**config.mk**
```make
export PLATFORM = sky130hd
export DESIGN_NAME = delta_yuv_to_rgb_decoder_top
export DESIGN_NICKNAME = d
export VERILOG_FILES = /design/src/sv/dyuv_pkg.sv /design/src/sv/delta_yuv_to_rgb_decoder_top.sv
export VERILOG_INCLUDE_DIRS = /design/src /design/src/sv
export SDC_FILE = /design/constraint.sdc
export NUM_CORES = 1
export LEC_CHECK = 0
export ABC_AREA = 1
export ABC_CLOCK_PERIOD_IN_PS = 17030
export BUFFER_PORTS_ARGS = -buffer_cell sky130_fd_sc_hd__buf_2
export CORE_MARGIN = 2
export CORE_UTILIZATION = 65
export CTS_CLUSTER_SIZE = 12
export DETAILED_ROUTE_END_ITERATION = 10
export PLACE_DENSITY_LB_ADDON = 0.25
export SYNTH_ARGS = -nofsm -noshare
export SYNTH_HDL_FRONTEND = slang
export SYNTH_SLANG_ARGS = --single-unit
```
**constraint.sdc**
```tcl
create_clock -name clk -period 17.03 [get_ports clk]
set_input_delay 3.406 -clock clk [delete_from_list [all_inputs] [get_ports clk]]
set_output_delay 3.406 -clock clk [all_outputs]
set_load 0.1 [all_outputs]
```
**src/sv/delta_yuv_to_rgb_decoder_top_assert.svh**
```systemverilog
// assertion macros for the delta yuv decoder
// expects clk and rst_n in the scope of the module that uses them
`ifndef DELTA_YUV_TO_RGB_DECODER_TOP_ASSERT_SVH
`define DELTA_YUV_TO_RGB_DECODER_TOP_ASSERT_SVH

// same-cycle implication, checked out of reset
`define DYUV_ASSERT_NOW(label, ante, cons) \
  label: assert property (@(posedge clk) disable iff (!rst_n) (ante) |-> (cons)) \
    else $error("dyuv same-cycle check failed");

// next-cycle implication, checked out of reset
`define DYUV_ASSERT_NEXT(label, ante, cons) \
  label: assert property (@(posedge clk) disable iff (!rst_n) (ante) |=> (cons)) \
    else $error("dyuv next-cycle check failed");

`endif

```
**src/sv/dyuv_pkg.sv**
```systemverilog
// types, constants and pixel maths for the delta yuv decoder
// no dependencies
`timescale 1ns / 1ps
`default_nettype none

package dyuv_pkg;

  // register indexes (address bit 2 of the config port)
  localparam logic REG_INITIAL_YUV = 1'b0;

  localparam int unsigned CFG_ADDR_W = 3;
  localparam int unsigned CFG_DATA_W = 32;
  localparam int unsigned YUV_W      = 24;

  // matrix coefficients, all scaled by 256
  localparam logic [9:0] K_RV = 10'd351;
  localparam logic [9:0] K_GV = 10'd179;
  localparam logic [9:0] K_GU = 10'd86;
  localparam logic [9:0] K_BU = 10'd444;
  localparam logic signed [8:0] CHROMA_OFFSET = 9'sd128;
  // bias that turns the floor shift by 256 into truncation toward zero
  localparam logic signed [19:0] TRUNC_BIAS = 20'sd255;

  localparam logic [7:0] DEQUANT [16] = '{
    8'd0,   8'd1,   8'd4,   8'd9,   8'd16,  8'd27,  8'd44,  8'd79,
    8'd128, 8'd177, 8'd212, 8'd229, 8'd240, 8'd247, 8'd252, 8'd255
  };

  typedef struct packed {
    logic [7:0] red;
    logic [7:0] green;
    logic [7:0] blue;
  } rgb_t;

  function automatic logic [7:0] dequant(input logic [3:0] code);
    return DEQUANT[code];
  endfunction

  // k*(c-128)/256, truncated toward zero
  function automatic logic signed [9:0] chroma_term(input logic [9:0] k,
                                                    input logic [7:0] c);
    logic signed [10:0] ks;
    logic signed [8:0]  d;
    logic signed [19:0] p;
    logic signed [19:0] adj;
    ks  = $signed({1'b0, k});
    d   = $signed({1'b0, c}) - CHROMA_OFFSET;
    p   = ks * d;
    adj = p[19] ? (p + TRUNC_BIAS) : p;
    return adj[17:8];
  endfunction

  function automatic logic [7:0] clamp_u8(input logic signed [10:0] x);
    logic [7:0] res;
    if (x[10]) begin
      res = 8'd0;
    end else if (x > 11'sd255) begin
      res = 8'd255;
    end else begin
      res = x[7:0];
    end
    return res;
  endfunction

  function automatic rgb_t yuv_to_rgb(input logic [7:0] y,
                                      input logic [7:0] u,
                                      input logic [7:0] v);
    logic signed [9:0]  t_rv;
    logic signed [9:0]  t_gu;
    logic signed [9:0]  t_gv;
    logic signed [9:0]  t_bu;
    logic signed [10:0] yy;
    rgb_t               px;
    t_rv = chroma_term(K_RV, v);
    t_gu = chroma_term(K_GU, u);
    t_gv = chroma_term(K_GV, v);
    t_bu = chroma_term(K_BU, u);
    yy   = $signed({3'b000, y});
    px.red   = clamp_u8(yy + $signed({t_rv[9], t_rv}));
    px.green = clamp_u8(yy - ($signed({t_gu[9], t_gu}) + $signed({t_gv[9], t_gv})));
    px.blue  = clamp_u8(yy + $signed({t_bu[9], t_bu}));
    return px;
  endfunction

endpackage

`default_nettype wire

```
**src/sv/delta_yuv_to_rgb_decoder_top.sv**
```systemverilog
// delta yuv pixel-pair decoder: top level with config port, state and pipeline
// depends on dyuv_pkg and delta_yuv_to_rgb_decoder_top_assert.svh
`timescale 1ns / 1ps
`default_nettype none

`include "delta_yuv_to_rgb_decoder_top_assert.svh"

//  channel | direction | handshake         | beat carries
//  --------+-----------+-------------------+-----------------------------------------
//  in_     | sink      | in_valid/in_ready | delta word (4 codes) and line start flag
//  out_    | source    | out_valid/ready   | two rgb pixels, 8 bits a channel
//  cfg_    | apb slave | psel/penable      | initial_yuv at byte address 0
//
//  one beat a cycle sustained while out_ready holds high; a beat passes the input register, then the result register
//  an input register and a result register part the channels, so a new beat
//  is taken while a finished result waits on out_ready
//  decode, state update and the yuv to rgb matrix sit between the two registers
//  rst_n is synchronous: both stages empty, previous and initial yuv cleared
//  stalls on out_ready back up through the input register to in_ready

module delta_yuv_to_rgb_decoder_top (
  input  wire                              clk,
  input  wire                              rst_n,
  // input channel
  input  wire                              in_valid,
  output logic                             in_ready,
  input  wire  [15:0]                      in_delta_word,
  input  wire                              in_line_start,
  // result channel
  output logic                             out_valid,
  input  wire                              out_ready,
  output logic [7:0]                       out_first_red,
  output logic [7:0]                       out_first_green,
  output logic [7:0]                       out_first_blue,
  output logic [7:0]                       out_second_red,
  output logic [7:0]                       out_second_green,
  output logic [7:0]                       out_second_blue,
  // configuration port
  input  wire                              cfg_psel,
  input  wire                              cfg_penable,
  input  wire                              cfg_pwrite,
  input  wire  [dyuv_pkg::CFG_ADDR_W-1:0]  cfg_paddr,
  input  wire  [dyuv_pkg::CFG_DATA_W-1:0]  cfg_pwdata,
  output logic [dyuv_pkg::CFG_DATA_W-1:0]  cfg_prdata,
  output logic                             cfg_pready
);
  import dyuv_pkg::*;

  // config register
  logic [YUV_W-1:0] initial_yuv_r;
  logic             cfg_wr;

  // input stage
  logic             in_valid_r;
  logic [15:0]      delta_r;
  logic             line_start_r;

  // running yuv, updated as a beat moves into the result register
  logic [YUV_W-1:0] prev_yuv_r;
  logic [YUV_W-1:0] prev_yuv_nxt;

  // result stage
  logic             out_valid_r;
  rgb_t             first_px_r;
  rgb_t             second_px_r;
  rgb_t             first_px_nxt;
  rgb_t             second_px_nxt;

  logic             advance;

  // decode datapath
  logic [YUV_W-1:0] base_yuv;
  logic [7:0]       py, pu, pv;
  logic [7:0]       y1, y2, u2, v2;
  logic [8:0]       u_sum, v_sum;
  logic [7:0]       u1, v1;

  // apb: always ready, one register decoded on the word address bit
  assign cfg_pready = 1'b1;
  assign cfg_wr     = cfg_psel && cfg_penable && cfg_pwrite && cfg_pready
                      && (cfg_paddr[2] == REG_INITIAL_YUV);

  always_comb begin
    cfg_prdata = '0;
    if (cfg_paddr[2] == REG_INITIAL_YUV) begin
      cfg_prdata = {{(CFG_DATA_W-YUV_W){1'b0}}, initial_yuv_r};
    end
  end

  always_ff @(posedge clk) begin
    if (!rst_n) begin
      initial_yuv_r <= '0;
    end else if (cfg_wr) begin
      initial_yuv_r <= cfg_pwdata[YUV_W-1:0];
    end
  end

  // pipeline control: the held beat moves on when the result slot is free
  assign advance  = in_valid_r && (!out_valid_r || out_ready);
  assign in_ready = !in_valid_r || advance;

  always_ff @(posedge clk) begin
    if (!rst_n) begin
      in_valid_r <= 1'b0;
    end else if (in_ready) begin
      in_valid_r <= in_valid;
    end
  end

  always_ff @(posedge clk) begin
    if (in_valid && in_ready) begin
      delta_r      <= in_delta_word;
      line_start_r <= in_line_start;
    end
  end

  // delta decode: line start reloads from the initial value first
  always_comb begin
    base_yuv = line_start_r ? initial_yuv_r : prev_yuv_r;
    py = base_yuv[23:16];
    pu = base_yuv[15:8];
    pv = base_yuv[7:0];

    // component adds wrap modulo 256
    u2 = pu + dequant(delta_r[15:12]);
    y1 = py + dequant(delta_r[11:8]);
    v2 = pv + dequant(delta_r[7:4]);
    y2 = y1 + dequant(delta_r[3:0]);

    // first pixel chroma is the mean of old and new
    u_sum = {1'b0, pu} + {1'b0, u2};
    v_sum = {1'b0, pv} + {1'b0, v2};
    u1    = u_sum[8:1];
    v1    = v_sum[8:1];

    prev_yuv_nxt  = {y2, u2, v2};
    first_px_nxt  = yuv_to_rgb(y1, u1, v1);
    second_px_nxt = yuv_to_rgb(y2, u2, v2);
  end

  always_ff @(posedge clk) begin
    if (!rst_n) begin
      prev_yuv_r <= '0;
    end else if (advance) begin
      prev_yuv_r <= prev_yuv_nxt;
    end
  end

  always_ff @(posedge clk) begin
    if (!rst_n) begin
      out_valid_r <= 1'b0;
    end else if (advance) begin
      out_valid_r <= 1'b1;
    end else if (out_ready) begin
      out_valid_r <= 1'b0;
    end
  end

  always_ff @(posedge clk) begin
    if (advance) begin
      first_px_r  <= first_px_nxt;
      second_px_r <= second_px_nxt;
    end
  end

  assign out_valid        = out_valid_r;
  assign out_first_red    = first_px_r.red;
  assign out_first_green  = first_px_r.green;
  assign out_first_blue   = first_px_r.blue;
  assign out_second_red   = second_px_r.red;
  assign out_second_green = second_px_r.green;
  assign out_second_blue  = second_px_r.blue;

  // a beat that moves on always lands in the result register
  `DYUV_ASSERT_NEXT(a_advance_fills_out, advance, out_valid_r)
  // a held beat is not dropped while the result side stalls
  `DYUV_ASSERT_NEXT(a_hold_in_stage, in_valid_r && !advance, in_valid_r)
  // in_ready only drops with both stages full and the output stalled
  `DYUV_ASSERT_NOW(a_ready_low_full, !in_ready, in_valid_r && out_valid_r && !out_ready)
  // running yuv changes only when a beat is decoded
  `DYUV_ASSERT_NEXT(a_state_stable, !advance, $stable(prev_yuv_r))
  // a config write lands in the register
  `DYUV_ASSERT_NEXT(a_cfg_write, cfg_wr, initial_yuv_r == $past(cfg_pwdata[YUV_W-1:0]))

endmodule

`default_nettype wire
```
==> results.py <==
metrics = {
    "grt": {
        "track_usage_pct": 30.3,
        "grt_pass1_wl_um": 88900,
        "grt-ovfl-total": 0,
        "grt_pass1_vias": 19400,
        "grt_max_degree": 75,
        "antenna_found_initial": 1,
    },
    "finish": {
        "seq_area_um2": 2950,
        "num_antenna_cells": 0,
        "syn_to_final_growth_pct": 7.44,
        "fillCellCount": 2805,
        "drive_above_1_share_pct": 6.71,
        "layout.nets": 3768,
        "final_common_cell": "inv_1",
        "multiInputGateArea_um2": 16700,
        "final_cell_mix": "inv_1 (710), nand2_1 (493), ha_1 (420)",
    },
    "synth": {
        "synthFlopType": "edfxtp_1",
        "synth_cell_type_count": 50,
        "synth_xor_xnor_area_share_pct": 7.80,
        "async_flop_share_pct": 0,
        "syn_area_um2": 22500,
        "synthSimpleGateAreaFrac_pct": 18.1,
        "synth_edf_count": 65,
        "yosysWarnings": 0,
        "yosysSeqAreaShare_pct": 13.1,
        "syn_inst": 3003,
        "synth_top_family_by_area": "adder cells",
        "ys_ff_latch": 115,
        "synthMuxAreaShare_pct": 0,
        "avgSynthCellArea_um2": 7.50,
        "synth_compound_area_share_pct": 9.59,
        "synth_fa_ha_area_share_pct": 38.6,
    },
    "critical_path": {
        "slowest_stage": "xor2_1",
        "endpoint_kind": "flip-flop",
        "cp_common_cell": "nand2_1",
        "critPathKind": "reg -> reg",
        "critical_path.startpoint": "line_start_r$_DFFE_PP_",
        "cp_slowest_stage_delay_ps": 620,
        "cp_max_fo": 26,
        "worstPathArrival_ps": 12630,
        "worstSetupStartpointType": "flip-flop",
        "rr_startpoint": "line_start_r$_DFFE_PP_",
        "required_ps": 17180,
    },
    "status": {
        "status": "finished, final reports clean",
    },
    "cts": {
        "cts_tree": "yes",
        "cts_buffer_depth": 2,
        "cts_resized": 0,
        "cts_setup_buffers": 0,
        "cts-hold-fix-buffers": 0,
        "cts_made_buffers": 17,
        "clk_pin_slew_ps": 50,
        "cts_root_buf": "clkbuf_16",
        "numClockSinks": 115,
        "h-tree-depth": 4,
        "clock_latency_ps": 440,
    },
    "placement": {
        "dp_hpwl_um": 44100,
        "gp_congestion": 0.935,
        "portBuffers": 122,
    },
    "timing": {
        "post-route-min-period_ps": 12470,
        "period_share_pct": 73.2,
        "drv_slew": 0,
        "whs_ps": 471,
        "skew_ps": 14.9,
        "worst_pin_slew_ps": 945,
        "rsz0062_at_grt": "false",
        "setup_viol": 0,
        "hold_viol_final": 0,
        "tns_ps": 0,
        "fmax_mhz": 80.2,
        "relSlewSlack_pct": 37.0,
    },
    "route": {
        "wl_um": 52500,
        "ant_nets": 0,
        "routed_via_density": 5.34,
        "drt-pass1-iter-count": 5,
        "drtIter0Drc": 1077,
        "drc": 0,
        "drt-wirelength-per-cell_um": 14.7,
        "via_count": 19200,
    },
    "floorplan": {
        "core-area_um2": 34300,
        "die_w_um": 190,
        "core.rowCount": 68,
        "start_util_pct": 65.7,
        "die-area_um2": 36100,
        "die_h_um": 190,
        "top_level_ports": 142,
    },
    "flow_run": {
        "drv_cap": 0,
    },
    "worst_hold_path": {
        "min_path_type": "reg -> reg",
        "min-delay-start": "prev_yuv_r[1]$_SDFFE_PN0P_",
    },
}
-- cells in the mapped netlist (4+ instances only) --
master | number | area share, %
nand2_1 | 493 | 8.2
nor2_1 | 180 | 3.0
nand3b_1 | 15 | 0.50
a31oi_1 | 11 | 0.31
xnor2_1 | 54 | 2.1
clkbuf_1 | 29 | 0.48
a21oi_1 | 189 | 4.2
nand4_1 | 29 | 0.81
nand3_1 | 148 | 3.3
inv_1 | 710 | 12
a21o_1 | 10 | 0.33
o211ai_1 | 7 | 0.23
o21ai_1 | 6 | 0.13
o21bai_1 | 27 | 0.90
edfxtp_1 | 65 | 8.7
nand2_2 | 4 | 0.11
fa_1 | 171 | 15
dfxtp_1 | 50 | 4.4
xor2_1 | 137 | 5.3
buf_4 | 9 | 0.30
ha_1 | 420 | 23
and2_1 | 5 | 0.14
or2_2 | 18 | 0.50
nor3_1 | 23 | 0.51
inv_2 | 11 | 0.18
o21ai_0 | 143 | 3.2
-- routing by layer --
| metal | part of all wire (%) | routed length [um] | GRT usage, % |
|---|---|---|---|
| met3 | 4.7 | 2450 | 4.39 |
| met5 | 0.032 | 17 | 0 |
| met2 | 49 | 25700 | 54.2 |
| met1 | 44 | 22900 | 37.3 |
| met4 | 2.9 | 1510 | 10.4 |
-- worst paths after layout --
check | slack, ps | depth (start not counted) | to
max | 4560 | 57 | out_first_green[6]$_SDFFCE_PN0P_
min | 470 | 2 | prev_yuv_r[1]$_SDFFE_PN0P_
max reg2reg | 4560 | 57 | out_first_green[6]$_SDFFCE_PN0P_
min reg2reg | 470 | 2 | prev_yuv_r[1]$_SDFFE_PN0P_
-- cell type report --
type / instances / area share [%]
clock inverters: 9 / 0.409
flip-flops and latches: 115 / 12.2
clock buffers: 22 / 2.10
multi-input cells: 2134 / 69.0
repair buffers: 128 / 2.71
inverters: 722 / 11.2
well taps: 455 / 2.35
-- cells by family after synthesis --
group | Yosys count
and+or+nand+nor | 939
DFF | 115
adders and majority gates | 591
AOI/OAI and AO/OA | 401
other | 2
buffers and inverters | 761
xor gates and xnor gates | 194
-- critical path: cells and delay by family, from the launching register on --
kind,cells,cell delay (ps)
adders and majority gates,11,4330
AOI/OAI and AO/OA,13,2630
and+or+nand+nor,17,1990
buffers and inverters,13,1700
xor gates and xnor gates,3,1210
DFF,1,330
-- registers in the layout (all words and copies together), names as in the netlist --
name and cells:
initial_yuv_r 24, prev_yuv_r 24, delta_r 16, out_first_blue 8, out_first_green 8, out_first_red 8
out_second_blue 8, out_second_green 8, out_second_red 8, in_valid_r 1, line_start_r 1, out_valid 1
-- through the flow --
stage	std cells	cell area (um2)	util (%)	setup slack, ps
final	3585	24200	70.5	4560
after global routing	3585	24200	70.5	3390
after CTS	3585	24200	70.5	4690
after detailed placement	3554	23600	68.8	4740
after global placement	3554	23600	68.8	5070
after floorplan	3010	22500	-	6570
Power is left out: the tool's default activity adds up to more than one toggle a clock period on the data nets, which glitch-free logic cannot reach.
